--- src/rtl/srcs_pkg.sv ---
// Package for the spectrum residual and chi-square statistics unit.
// Holds field widths, configuration register indexes and the queue entry type.
// No dependencies.
package srcs_pkg;

  localparam int unsigned CountBits   = 24;
  localparam int unsigned FracBits    = 8;
  localparam int unsigned CalcBits    = 32;
  localparam int unsigned ResBits     = CountBits + FracBits + 1;
  localparam int unsigned MagBits     = CountBits + FracBits;
  localparam int unsigned MaxChannels = 4096;
  localparam int unsigned IdxBits     = 12;
  localparam int unsigned ChanBits    = IdxBits + 1;
  localparam int unsigned CompBits    = 6;
  localparam int unsigned ProdBits    = 2 * MagBits;
  localparam int unsigned DivisorBits = CountBits + 1;
  localparam int unsigned CntBits     = 6;
  localparam int unsigned TotBits     = 36;
  localparam int unsigned CalcSumBits = 44;
  localparam int unsigned ChiBits     = 64;
  localparam int unsigned RedBits     = 48;
  localparam int unsigned CfgAddrBits = 2;
  localparam int unsigned CfgDataBits = 12;

  typedef logic [CfgAddrBits-1:0] cfg_addr_t;

  localparam cfg_addr_t CfgRegionStart  = 2'd0;
  localparam cfg_addr_t CfgRegionEnd    = 2'd1;
  localparam cfg_addr_t CfgFittedComps  = 2'd2;

  typedef struct packed {
    logic [CountBits-1:0] m;
    logic [CalcBits-1:0]  c;
    logic [MagBits-1:0]   mag;
    logic [ResBits-1:0]   res;
    logic                 last;
    logic                 in_region;
    logic [ChanBits-1:0]  channels;
  } chan_t;

endpackage

--- src/rtl/srcs_front.sv ---
// Front end: accepts channels, forms residual and region flag, tracks the index.
// Feeds a two-entry queue read by srcs_back. Depends on srcs_pkg.
module srcs_front (
  input  logic                            clk_i,
  input  logic                            rst_ni,
  input  logic                            push,
  output logic                            full,
  input  logic [srcs_pkg::CountBits-1:0]  measured_count_i,
  input  logic [srcs_pkg::CalcBits-1:0]   calculated_count_i,
  input  logic                            last_channel_i,
  input  logic [srcs_pkg::IdxBits-1:0]    region_start_i,
  input  logic [srcs_pkg::IdxBits-1:0]    region_end_i,
  input  logic                            q_pop_i,
  output logic                            q_valid_o,
  output srcs_pkg::chan_t                 q_head_o
);

  srcs_pkg::chan_t                 ent_q [2];
  logic                            wr_q, wr_d, rd_q, rd_d;
  logic [1:0]                      cnt_q, cnt_d;
  logic [srcs_pkg::IdxBits-1:0]    idx_q, idx_d;
  logic                            acc;
  logic                            last;
  logic [srcs_pkg::MagBits-1:0]    mq;
  srcs_pkg::chan_t                 ent;

  assign full      = (cnt_q == 2'd2);
  assign acc       = push && !full;
  assign q_valid_o = (cnt_q != 2'd0);
  assign q_head_o  = ent_q[rd_q];

  always_comb begin
    last = last_channel_i ||
           (idx_q == srcs_pkg::IdxBits'(srcs_pkg::MaxChannels - 1));
    mq = {measured_count_i, {srcs_pkg::FracBits{1'b0}}};
    ent.m = measured_count_i;
    ent.c = calculated_count_i;
    if (mq >= calculated_count_i) begin
      ent.mag = mq - calculated_count_i;
      ent.res = {1'b0, ent.mag};
    end else begin
      ent.mag = calculated_count_i - mq;
      ent.res = -{1'b0, ent.mag};
    end
    ent.last      = last;
    ent.in_region = !last && (idx_q >= region_start_i) && (idx_q < region_end_i);
    ent.channels  = {1'b0, idx_q} + srcs_pkg::ChanBits'(1);
    idx_d = idx_q;
    wr_d  = wr_q;
    rd_d  = rd_q;
    cnt_d = cnt_q;
    if (acc) begin
      idx_d = last ? '0 : idx_q + srcs_pkg::IdxBits'(1);
      wr_d  = ~wr_q;
    end
    if (q_pop_i) begin
      rd_d = ~rd_q;
    end
    cnt_d = cnt_q + 2'(acc) - 2'(q_pop_i);
  end

  always_ff @(posedge clk_i or negedge rst_ni) begin
    if (!rst_ni) begin
      idx_q <= '0;
      wr_q  <= 1'b0;
      rd_q  <= 1'b0;
      cnt_q <= '0;
    end else begin
      idx_q <= idx_d;
      wr_q  <= wr_d;
      rd_q  <= rd_d;
      cnt_q <= cnt_d;
    end
  end

  always_ff @(posedge clk_i) begin
    if (acc) begin
      ent_q[wr_q] <= ent;
    end
  end

endmodule

--- src/rtl/srcs_back.sv ---
// Back end: squares the residual, divides by measured+2 one bit a cycle,
// accumulates the sums and forms the summary on the last channel. Depends on srcs_pkg.
module srcs_back (
  input  logic                                clk_i,
  input  logic                                rst_ni,
  input  logic                                q_valid_i,
  input  srcs_pkg::chan_t                     q_head_i,
  output logic                                q_pop_o,
  input  logic [srcs_pkg::CompBits-1:0]       fitted_components_i,
  output logic                                empty,
  input  logic                                pop,
  output logic signed [srcs_pkg::ResBits-1:0] residual_o,
  output logic                                stats_valid_o,
  output logic [srcs_pkg::TotBits-1:0]        total_counts_o,
  output logic [srcs_pkg::TotBits-1:0]        region_counts_o,
  output logic [srcs_pkg::RedBits-1:0]        reduced_chisq_o,
  output logic                                dof_error_o
);

  typedef enum logic [2:0] {
    S_IDLE, S_MUL, S_DIV, S_ACC, S_OUT
  } state_e;

  localparam int unsigned RemBits = srcs_pkg::DivisorBits + 1;

  state_e                             state_q;
  srcs_pkg::chan_t                    ent_q;
  logic [srcs_pkg::ProdBits-1:0]      dq_q, dq_n;
  logic [RemBits-1:0]                 rem_q, rem_sh, rem_n;
  logic [srcs_pkg::DivisorBits-1:0]   dvs_q;
  logic [srcs_pkg::CntBits-1:0]       cnt_q;
  logic                               final_q, ge;
  logic [srcs_pkg::TotBits-1:0]       mt_q, mr_q;
  logic [srcs_pkg::CalcSumBits-1:0]   ct_q, cr_q;
  logic [srcs_pkg::ChiBits-1:0]       chi_q;
  logic [srcs_pkg::RedBits-1:0]       red_q;
  logic                               derr_q;
  logic                               out_valid_q;
  logic [srcs_pkg::TotBits:0]         mt_s, mr_s;
  logic [srcs_pkg::CalcSumBits:0]     ct_s, cr_s;
  logic [srcs_pkg::ChiBits:0]         chi_s;
  logic [srcs_pkg::ChiBits-1:0]       chi_n, term;
  logic [srcs_pkg::ChanBits-1:0]      dof;
  logic                               wr_out;
  logic [srcs_pkg::TotBits-1:0]       tot, regc;

  assign q_pop_o = (state_q == S_IDLE) && q_valid_i;
  assign wr_out  = (state_q == S_OUT) && (!out_valid_q || pop);
  assign empty   = !out_valid_q;

  always_comb begin
    rem_sh = {rem_q[RemBits-2:0], dq_q[srcs_pkg::ProdBits-1]};
    ge     = rem_sh >= {1'b0, dvs_q};
    rem_n  = ge ? rem_sh - {1'b0, dvs_q} : rem_sh;
    dq_n   = {dq_q[srcs_pkg::ProdBits-2:0], ge};
    term   = dq_q >> srcs_pkg::FracBits;
    mt_s   = {1'b0, mt_q} + (srcs_pkg::TotBits+1)'(ent_q.m);
    mr_s   = {1'b0, mr_q} + (srcs_pkg::TotBits+1)'(ent_q.m);
    ct_s   = {1'b0, ct_q} + (srcs_pkg::CalcSumBits+1)'(ent_q.c);
    cr_s   = {1'b0, cr_q} + (srcs_pkg::CalcSumBits+1)'(ent_q.c);
    chi_s  = {1'b0, chi_q} + {1'b0, term};
    chi_n  = chi_s[srcs_pkg::ChiBits] ? '1 : chi_s[srcs_pkg::ChiBits-1:0];
    dof    = ent_q.channels - srcs_pkg::ChanBits'(fitted_components_i);
    tot    = (mt_q == '0) ? srcs_pkg::TotBits'(ct_q >> srcs_pkg::FracBits) : mt_q;
    regc   = (mr_q == '0) ? srcs_pkg::TotBits'(cr_q >> srcs_pkg::FracBits) : mr_q;
  end

  always_ff @(posedge clk_i or negedge rst_ni) begin
    if (!rst_ni) begin
      state_q     <= S_IDLE;
      cnt_q       <= '0;
      final_q     <= 1'b0;
      mt_q        <= '0;
      mr_q        <= '0;
      ct_q        <= '0;
      cr_q        <= '0;
      chi_q       <= '0;
      red_q       <= '0;
      derr_q      <= 1'b0;
      out_valid_q <= 1'b0;
    end else begin
      if (pop && out_valid_q && !wr_out) begin
        out_valid_q <= 1'b0;
      end
      unique case (state_q)
        S_IDLE: begin
          if (q_valid_i) begin
            state_q <= S_MUL;
          end
        end
        S_MUL: begin
          cnt_q   <= '0;
          final_q <= 1'b0;
          state_q <= S_DIV;
        end
        S_DIV: begin
          cnt_q <= cnt_q + srcs_pkg::CntBits'(1);
          if (cnt_q == '1) begin
            if (final_q) begin
              red_q   <= (dq_n[srcs_pkg::ProdBits-1:srcs_pkg::RedBits] != '0) ? '1
                         : dq_n[srcs_pkg::RedBits-1:0];
              derr_q  <= 1'b0;
              state_q <= S_OUT;
            end else begin
              state_q <= S_ACC;
            end
          end
        end
        S_ACC: begin
          chi_q <= chi_n;
          mt_q  <= mt_s[srcs_pkg::TotBits] ? '1 : mt_s[srcs_pkg::TotBits-1:0];
          ct_q  <= ct_s[srcs_pkg::CalcSumBits] ? '1 : ct_s[srcs_pkg::CalcSumBits-1:0];
          if (ent_q.in_region) begin
            mr_q <= mr_s[srcs_pkg::TotBits] ? '1 : mr_s[srcs_pkg::TotBits-1:0];
            cr_q <= cr_s[srcs_pkg::CalcSumBits] ? '1 : cr_s[srcs_pkg::CalcSumBits-1:0];
          end
          if (!ent_q.last) begin
            red_q   <= '0;
            derr_q  <= 1'b0;
            state_q <= S_OUT;
          end else if (ent_q.channels <= srcs_pkg::ChanBits'(fitted_components_i)) begin
            red_q   <= '1;
            derr_q  <= 1'b1;
            state_q <= S_OUT;
          end else begin
            cnt_q   <= '0;
            final_q <= 1'b1;
            state_q <= S_DIV;
          end
        end
        S_OUT: begin
          if (wr_out) begin
            out_valid_q <= 1'b1;
            state_q     <= S_IDLE;
            if (ent_q.last) begin
              mt_q  <= '0;
              mr_q  <= '0;
              ct_q  <= '0;
              cr_q  <= '0;
              chi_q <= '0;
            end
          end
        end
        default: state_q <= S_IDLE;
      endcase
    end
  end

  always_ff @(posedge clk_i) begin
    if (q_pop_o) begin
      ent_q <= q_head_i;
    end
    unique case (state_q)
      S_MUL: begin
        dq_q  <= ent_q.mag * ent_q.mag;
        rem_q <= '0;
        dvs_q <= srcs_pkg::DivisorBits'(ent_q.m) + srcs_pkg::DivisorBits'(2);
      end
      S_DIV: begin
        dq_q  <= dq_n;
        rem_q <= rem_n;
      end
      S_ACC: begin
        dq_q  <= chi_n;
        rem_q <= '0;
        dvs_q <= srcs_pkg::DivisorBits'(dof);
      end
      default: ;
    endcase
    if (wr_out) begin
      residual_o      <= ent_q.res;
      stats_valid_o   <= ent_q.last;
      total_counts_o  <= ent_q.last ? tot : '0;
      region_counts_o <= ent_q.last ? regc : '0;
      reduced_chisq_o <= ent_q.last ? red_q : '0;
      dof_error_o     <= ent_q.last ? derr_q : 1'b0;
    end
  end

  a_derr_full: assert property (@(posedge clk_i) disable iff (!rst_ni)
    (!empty && dof_error_o) |-> (stats_valid_o && reduced_chisq_o == '1))
    else $error("dof error without saturated summary");

  a_plain_zero: assert property (@(posedge clk_i) disable iff (!rst_ni)
    (!empty && !stats_valid_o) |->
      (total_counts_o == '0 && region_counts_o == '0 &&
       reduced_chisq_o == '0 && !dof_error_o))
    else $error("summary fields set on a non-final channel");

  a_idle_cnt: assert property (@(posedge clk_i) disable iff (!rst_ni)
    (state_q == S_DIV && cnt_q == '1) |=> (state_q == S_ACC || state_q == S_OUT))
    else $error("divider finished into the wrong state");

endmodule

--- src/rtl/spectrum_residual_chisq_stats_unit.sv ---
// Spectrum residual and reduced chi-square statistics unit, top level.
// In the back end a channel runs multiply, 64-step divide, accumulate and output;
// a last channel with a valid degree count adds a second 64-step divide for the
// reduced chi-square, on the shared one-bit-per-cycle divider. A two-entry queue
// lets input run ahead. Reset clears all sums, the channel index and queues, and
// loads the configuration reset values. Depends on srcs_pkg, srcs_front, srcs_back.
module spectrum_residual_chisq_stats_unit (
  input  logic                                 clk_i,
  input  logic                                 rst_ni,
  input  logic                                 cfg_we_i,
  input  logic [srcs_pkg::CfgAddrBits-1:0]     cfg_idx_i,
  input  logic [srcs_pkg::CfgDataBits-1:0]     cfg_wdata_i,
  input  logic                                 push,
  output logic                                 full,
  input  logic [srcs_pkg::CountBits-1:0]       measured_count_i,
  input  logic [srcs_pkg::CalcBits-1:0]        calculated_count_i,
  input  logic                                 last_channel_i,
  output logic                                 empty,
  input  logic                                 pop,
  output logic signed [srcs_pkg::ResBits-1:0]  residual_o,
  output logic                                 stats_valid_o,
  output logic [srcs_pkg::TotBits-1:0]         total_counts_o,
  output logic [srcs_pkg::TotBits-1:0]         region_counts_o,
  output logic [srcs_pkg::RedBits-1:0]         reduced_chisq_o,
  output logic                                 dof_error_o
);

  logic [srcs_pkg::IdxBits-1:0]  start_q, end_q;
  logic [srcs_pkg::CompBits-1:0] comps_q;
  logic                          q_pop, q_valid;
  srcs_pkg::chan_t               q_head;

  always_ff @(posedge clk_i or negedge rst_ni) begin
    if (!rst_ni) begin
      start_q <= '0;
      end_q   <= '1;
      comps_q <= '0;
    end else if (cfg_we_i) begin
      unique case (cfg_idx_i)
        srcs_pkg::CfgRegionStart: start_q <= cfg_wdata_i[srcs_pkg::IdxBits-1:0];
        srcs_pkg::CfgRegionEnd:   end_q   <= cfg_wdata_i[srcs_pkg::IdxBits-1:0];
        srcs_pkg::CfgFittedComps: comps_q <= cfg_wdata_i[srcs_pkg::CompBits-1:0];
        default: ;
      endcase
    end
  end

  srcs_front u_front (
    .clk_i              (clk_i),
    .rst_ni             (rst_ni),
    .push               (push),
    .full               (full),
    .measured_count_i   (measured_count_i),
    .calculated_count_i (calculated_count_i),
    .last_channel_i     (last_channel_i),
    .region_start_i     (start_q),
    .region_end_i       (end_q),
    .q_pop_i            (q_pop),
    .q_valid_o          (q_valid),
    .q_head_o           (q_head)
  );

  srcs_back u_back (
    .clk_i               (clk_i),
    .rst_ni              (rst_ni),
    .q_valid_i           (q_valid),
    .q_head_i            (q_head),
    .q_pop_o             (q_pop),
    .fitted_components_i (comps_q),
    .empty               (empty),
    .pop                 (pop),
    .residual_o          (residual_o),
    .stats_valid_o       (stats_valid_o),
    .total_counts_o      (total_counts_o),
    .region_counts_o     (region_counts_o),
    .reduced_chisq_o     (reduced_chisq_o),
    .dof_error_o         (dof_error_o)
  );

endmodule

--- config.mk ---
export PLATFORM = sky130hd
export DESIGN_NAME = spectrum_residual_chisq_stats_unit
export DESIGN_NICKNAME = d
export VERILOG_FILES = /design/src/rtl/srcs_pkg.sv /design/src/rtl/srcs_front.sv /design/src/rtl/srcs_back.sv /design/src/rtl/spectrum_residual_chisq_stats_unit.sv
export SDC_FILE = /design/constraint.sdc
export NUM_CORES = 2
export LEC_CHECK = 0
export ABC_CLOCK_PERIOD_IN_PS = 16550
export BUFFER_PORTS_ARGS = -buffer_cell sky130_fd_sc_hd__buf_4
export CORE_ASPECT_RATIO = 0.9
export CORE_MARGIN = 2
export CORE_UTILIZATION = 50
export CTS_CLUSTER_DIAMETER = 100
export DETAILED_ROUTE_END_ITERATION = 10
export HOLD_SLACK_MARGIN = 0.03
export MAX_ROUTING_LAYER = met4
export PLACE_DENSITY = 0.72
export SYNTH_ARGS = -nofsm -noshare
export SYNTH_HDL_FRONTEND = slang
export SYNTH_HIERARCHICAL = 1
export SYNTH_SLANG_ARGS = --single-unit
--- constraint.sdc ---
create_clock -name clk_i -period 16.55 [get_ports clk_i]
set_clock_uncertainty 0.05 [all_clocks]
set_input_delay 1.655 -clock clk_i [delete_from_list [all_inputs] [get_ports clk_i]]
set_output_delay 1.655 -clock clk_i [all_outputs]
set_load 0.01 [all_outputs]
# After elaboration in Yosys (flattened, before gate mapping)
# Memories as Yosys holds them, arrays and structs flattened. A register that Yosys moved wholly into a read port is not among the register bits.
# Cells that the tools add are included.
[op_classes]
add_sub_neg = 16
multipliers = 1
div_mod_pow = 0
n_lt_le_gt_ge = 5
eq_ne = 18
n_shift = 0
mux = 55
bitwise = 2
n_reduce_logical = 34
[ops]
columns = ["operator", "n"]
rows = [
  ["36-bit 2-to-1 mux", 7],
  ["48-bit 2-to-1 mux", 5],
  ["44-bit 2-to-1 mux", 5],
  ["64-bit 2-to-1 mux", 3],
  ["64-bit one-hot mux with 3 select lines", 1],
  ["44-bit one-hot mux with 2 select lines", 2],
  ["36-bit one-hot mux with 2 select lines", 2],
  ["64-bit one-hot mux with 2 select lines", 1],
  ["25-bit one-hot mux with 2 select lines", 2],
  ["48-bit one-hot mux with 2 select lines", 1],
  ["44-bit by 32-bit adder with 45-bit output", 2],
  ["36-bit by 24-bit adder with 37-bit output", 2],
  ["36-bit logical NOT", 2],
  ["64-bit by 56-bit adder with 65-bit output", 1],
  ["65-bit 2-to-1 mux", 1],
  ["32-bit by 32-bit multiplier with 64-bit output", 1],
  ["32-bit subtractor", 2],
  ["32-bit negator with 33-bit output", 1],
  ["32-bit >= comparator", 1],
  ["26-bit by 25-bit >= comparator with 1-bit output", 1],
  ["24-bit by 2-bit adder with 25-bit output, second input constant", 1],
  ["25-bit 2-to-1 mux", 1],
  ["25-bit subtractor", 1],
  ["3-bit 2-to-1 mux", 6],
  ["other kinds (38)", 79],
]
[word_totals]
regBits = 599
latchBits = 0
ramBits = 272
mem_bits_ro = 0
input_bits = 76
wordCells = 159
mem_count = 1
[mem_list]
columns = ["name", "depth", "word_bits", "read_ports", "rd_clocked_by_memory_dff", "wr", "line", "source"]
rows = [
  ["u_front.ent_q", 2, 136, 1, 1, 1, "srcs_front.sv:18", "srcs_pkg::chan_t ent_q [2];"],
]

# Longest topological paths before layout
[depth]
depth_word = 8
depth_mapped = 32

# Modules after synthesis
# Netlist, hierarchy kept.
[by_module_without_submodules]
columns = ["module", "instances", "cells_per_inst", "area_per_inst_um2"]
rows = [
  ["srcs_back", 1, 6926, 67564.8],
  ["srcs_front", 1, 1235, 15284.7],
  ["spectrum_residual_chisq_stats_unit", 1, 65, 1168.6],
]

# Worst setup path after synthesis
# No wires, ideal clock.
[synth_path]
kind = "reg-to-reg"
startpoint = "reg u_back.state_q[0]"
endpoint = "reg u_front.cnt_q[1]"
setup_ps = 132
arrival_ps = 11820
required_time_ps = 16368
setup_slack_ps = 4548
stages_incl_launch_ff = 9
n_path_buf = 2
path_cell_list = "dfrtp_1 -> clkbuf_1 -> clkbuf_1 -> nor3_1 -> ha_1 -> inv_1 -> ha_1 -> xnor2_1 -> xnor2_1"
[synth_via]
elab_chain_cells = 3
[synth_lines]
columns = ["element", "line", "source"]
rows = [
  ["start: declaration", "srcs_back.sv:26", "state_e state_q;"],
  ["start signal: assignment", "srcs_back.sv:70", "state_q <= S_IDLE;"],
  ["start signal: assignment", "srcs_back.sv:88", "state_q <= S_MUL;"],
  ["start signal: assignment", "srcs_back.sv:94", "state_q <= S_DIV;"],
  ["3-bit logical NOT", "srcs_back.sv:47", "assign q_pop_o = (state_q == S_IDLE) && q_valid_i;"],
  ["1-bit logical AND", "srcs_back.sv:47", ""],
  ["via q_pop", "spectrum_residual_chisq_stats_unit.sv:30", "logic q_pop, q_valid;"],
  ["2-bit by 1-bit subtractor with 2-bit output", "srcs_front.sv:59", "cnt_d = cnt_q + 2'(acc) - 2'(q_pop_i);"],
  ["via u_front.cnt_d[1]", "srcs_front.sv:20", "logic [1:0] cnt_q, cnt_d;"],
  ["end signal: assignment", "srcs_front.sv:72", "cnt_q <= cnt_d;"],
  ["end: declaration", "srcs_front.sv:20", ""],
]
# The timed path passes the listed nets, and every way through them passes these cells.
# A chain may end at the register's enable or synchronous reset.

# Worst setup path after layout
[layout_path]
startpoint = "reg, netlist name u_back/ent_q[55]"
endpoint = "reg u_back/dq_q[59] (netlist bit) (data pin)"
[layout_via]
elab_chain_cells = 2
[layout_lines]
columns = ["element", "line", "source"]
rows = [
  ["32-bit by 32-bit multiplier with 64-bit output", "srcs_back.sv:155", "dq_q <= ent_q.mag * ent_q.mag;"],
  ["64-bit one-hot mux with 3 select lines", "srcs_back.sv:153", "unique case (state_q)"],
  ["end signal: assignment", "srcs_back.sv:155", ""],
  ["end signal: assignment", "srcs_back.sv:160", "dq_q <= dq_n;"],
  ["end signal: assignment", "srcs_back.sv:164", "dq_q <= chi_n;"],
  ["end: declaration", "srcs_back.sv:28", "logic [srcs_pkg::ProdBits-1:0] dq_q, dq_n;"],
]
# Every way passes these cells.

==> impl_results.rst <==
.. list-table::
   :header-rows: 1

   * - Metric
     - Value
   * - Total negative slack
     - 0 ns
   * - Floorplan Core Area
     - 166700 um2
   * - Insertion delay to the later sink of the worst-skew pair
     - 0.73 ns
   * - Antenna violations before repair
     - 28
   * - Critical Path Fanout Max
     - 25
   * - Hold wc startpoint
     - u_back/ent_q[38]$_DFFE_PP_
   * - Critical path capture point type
     - flip-flop
   * - Worst Reg-to-Reg Cells
     - 27
   * - Global-route wire length before repair
     - 362000 um
   * - Clock transition time at the flip-flop clock pins of the worst setup and hold paths
     - 0.06 ns
   * - Die Footprint
     - 171300 um2
   * - Mean area per synthesized cell
     - 10.21 um2
   * - Chip height
     - 392.9 um
   * - Clock Tree Root
     - clkbuf_16
   * - Net count after synthesis
     - 9675
   * - Count of boundary I/O pins
     - 233
   * - Worst slew slack as a fraction of its limit
     - 7.273%
   * - Post-detailed-route wirelength per cell
     - 22.09 um
   * - Final global-route overflow total
     - 0
   * - Setup repair after global routing missed its margin
     - no
   * - Required time at the endpoint of the critical path
     - 17.04 ns
   * - Slack of the worst reg-to-reg path
     - 7.18 ns
   * - CTS Hold Bufs
     - 0
   * - Most common flop cell mapped by yosys
     - edfxtp_1
   * - Synth-to-Final Area Change
     - 8.313%
   * - Vias after detailed routing
     - 61440
   * - Critical path class
     - reg2reg
   * - Pin count of the biggest net entering global routing
     - 99
   * - Detailed Route WL
     - 234100 um
   * - Tightest Pin Transition
     - 1.391 ns
   * - Post-DR vias/cell
     - 5.796
   * - Estimated wirelength of the detail-placed design
     - 177100 um
   * - Final setup violation count
     - 0
   * - Sequential cell area fraction in the yosys report
     - 33.90%
   * - Total number of nets in the final design
     - 9716
   * - Detail Route Antenna Nets
     - 0
   * - End point of the most critical hold path
     - u_back/residual_o[23]$_DFFE_PP_
   * - Kind of path behind the tightest hold check
     - reg2reg
   * - Total number of H-tree levels
     - 3
   * - Count of mapped cells out of synthesis
     - 8226
   * - Reg-to-reg startpoint
     - u_back/ent_q[55]$_DFFE_PP_
   * - Final weighted congestion in routability-driven placement
     - 0.9861
   * - Post-synthesis instance area
     - 84020 um2
   * - Max-cap violation count
     - 0
   * - Buffers inserted by post-CTS timing repair
     - 0
   * - Post-cts sizing count
     - 0
   * - Die Span X
     - 436.1 um
   * - Layout cells sized above 1
     - 8.909%
   * - Number of hold violations in the final report
     - 0
   * - Result of the run
     - completed
   * - Clock tree buffer depth
     - 3
   * - Number of flip-flops and latches in the synthesized netlist
     - 1003
   * - TritonCTS clock tree
     - done
   * - Shortest clock period the worst path allows after layout
     - 9.371 ns
   * - First-iteration detailed-routing DRC count
     - 6042
   * - First-pass iteration count of the detailed router
     - 6
   * - Number of synthesized flops with an enable pin
     - 673
   * - Total count of max-transition violations in the final report
     - 0
   * - Warnings, synthesis
     - 6
   * - Vias in the first global route
     - 61690
   * - Worst reg2reg endpoint
     - u_back/dq_q[59]$_DFFE_PP_
   * - DRC Markers
     - 0
   * - Type of element launching the critical path
     - flip-flop
   * - Total clock sinks
     - 1003
   * - IO buf count
     - 232
   * - WHS Path Cells
     - 0
   * - Async S/R FF share, synth
     - 32.90%
   * - Total routing resource utilization after global routing
     - 28.17%
   * - Number of buffers added by the clock tree synthesis step
     - 97
   * - Ratio of final minimum period to clock period
     - 56.62%
   * - Num rows
     - 142
   * - CP Data Arrival Time
     - 9.86 ns
   * - Number of distinct standard cells referenced by the synthesized netlist
     - 112
   * - Initial core utilization
     - 50.41%
   * - Highest attainable clock frequency
     - 0.1067 GHz
[metal layers]
metal	part of all wire, %	global-route usage, %	vias up
met4	3.4	9.135	0
met3	8.8	5.466	396
met5	0	-	-
met2	45	42.84	2483
li1	-	-	27910
met1	43	38.16	30660
[cell usage after synthesis (57+ instances only)]
cell type / count / share of area, %
inv_1: 1230 / 5.5
fa_1: 804 / 19
nand2_1: 709 / 3.2
edfxtp_1: 673 / 24
ha_1: 569 / 8.5
a21oi_1: 508 / 3.0
o21ai_0: 338 / 2.0
dfrtp_1: 318 / 9.5
clkbuf_1: 312 / 1.4
and2_1: 310 / 2.3
nor2_1: 300 / 1.3
xnor2_1: 223 / 2.3
a21o_1: 212 / 1.9
mux2_2: 169 / 2.3
xor2_1: 154 / 1.6
nand3_1: 128 / 0.76
a31oi_1: 123 / 0.92
nor2b_1: 117 / 0.87
nor3_1: 77 / 0.46
o211ai_1: 68 / 0.61
and3_1: 64 / 0.48
nand4_1: 57 / 0.42
[worst max-delay path, cell delays in order, from the launching register on]
cell,delay (ns)
edfxtp_1,0.34
buf_4,0.36
clkinv_1,0.55
nor2_1,0.37
fa_1,0.49
fa_1,0.50
fa_1,0.52
inv_1,0.06
fa_1,0.54
inv_1,0.06
fa_1,0.52
fa_1,0.44
fa_1,0.55
inv_1,0.06
fa_1,0.54
inv_1,0.05
ha_1,0.36
a21o_1,0.22
a21o_1,0.17
a21o_1,0.18
a211oi_1,0.45
o311ai_0,0.20
o21ai_0,0.43
o21ai_0,0.28
a31oi_1,0.34
o21ai_0,0.15
xnor2_1,0.15
a211oi_1,0.25
[per-stage QoR]
stage	hold WS (ns)	std cells	area, um2	worst slack (ns)	util [%]
2_1_floorplan	0.3503	8226	84020	4.548	-
3_3_place_gp	0.3542	10400	87760	7.401	52.66
3_5_place_dp	0.3545	10400	87760	7.255	52.66
4_1_cts	0.3702	10580	90960	7.226	54.58
5_1_grt	0.3832	10590	90990	6.702	54.60
6_report	0.3689	10600	91000	7.179	54.61
[cell type report]
type                       instances  area (um2)
multi-input combinational       5627       49560
antenna                           17       42.54
timing repair buffer             302        2275
inverter                        1236        4639
tap                             2232        2793
sequential                      1003       28490
clock buffer                     131        2740
fill                           14450       75650
clock inverter                    52       464.2
[registers in the layout, indices dropped and copies added (netlist names), 6 cells and up]
| name | flops |
|---|---|
| u_front/ent_q | 268 |
| u_back/ent_q | 136 |
| u_back/chi_q | 64 |
| u_back/dq_q | 64 |
| u_back/red_q | 48 |
| u_back/reduced_chisq_o | 48 |
| u_back/cr_q | 44 |
| u_back/ct_q | 44 |
| u_back/mr_q | 36 |
| u_back/mt_q | 36 |
| u_back/region_counts_o | 36 |
| u_back/total_counts_o | 36 |
| u_back/residual_o | 33 |
| u_back/dvs_q | 25 |
| u_back/rem_q | 25 |
| end_q | 12 |
| start_q | 12 |
| u_front/idx_q | 12 |
| comps_q | 6 |
| u_back/cnt_q | 6 |
[kinds of logic (layout without fill, tap and decap cells)]
kind of cell	after synthesis	after routing	share of synthesized area, %
flip-flops	1003	1003	33.90
adder cells (fa/ha/maj)	1373	1373	27.63
other	0	17	0
AO/OA/AOI/OAI	1690	1690	12.88
multiplexers	195	195	2.575
XOR/XNOR	377	377	3.930
buffers and inverters	1596	1721	7.238
AND/OR/NAND/NOR	1992	1992	11.85
[cells in the final DEF (no fill, tap or decap), types with 68 or more instances in the layout]
cell       Yosys  routed
and2_1       310     309
nor2_1       300     297
ha_1         569     569
a31oi_1      123     123
o211ai_1      68      68
o21ai_0      338     338
nor2b_1      117     116
dfrtp_1      318     317
buf_4          8     301
mux2_2       169     169
xnor2_1      223     223
inv_1       1230    1230
a21o_1       212     212
xor2_1       154     154
nand3_1      128     128
edfxtp_1     673     673
a21oi_1      508     508
clkbuf_16      0     101
fa_1         804     804
nor3_1        77      74
nand2_1      709     706
[worst max-delay path by stage]
stage	endpoint	startpoint	cells past startpoint	slack (ns)
after global routing	u_back/dq_q[59]$_DFFE_PP_	u_back/ent_q[64]$_DFFE_PP_	27	6.70
after global placement	u_back/dq_q[59]$_DFFE_PP_	u_back/ent_q[64]$_DFFE_PP_	27	7.40
after CTS	u_back/dq_q[59]$_DFFE_PP_	u_back/ent_q[55]$_DFFE_PP_	27	7.23
after floorplan	u_front/cnt_q[1]$_DFF_PN0_	u_back/state_q[0]$_DFFE_PN0P_	8	4.55
final	u_back/dq_q[59]$_DFFE_PP_	u_back/ent_q[55]$_DFFE_PP_	27	7.18
after detailed placement	u_back/dq_q[59]$_DFFE_PP_	u_back/ent_q[55]$_DFFE_PP_	27	7.26
Power is left out: the tool's default activity adds up to more than one toggle a clock period on the data nets, which glitch-free logic cannot reach.
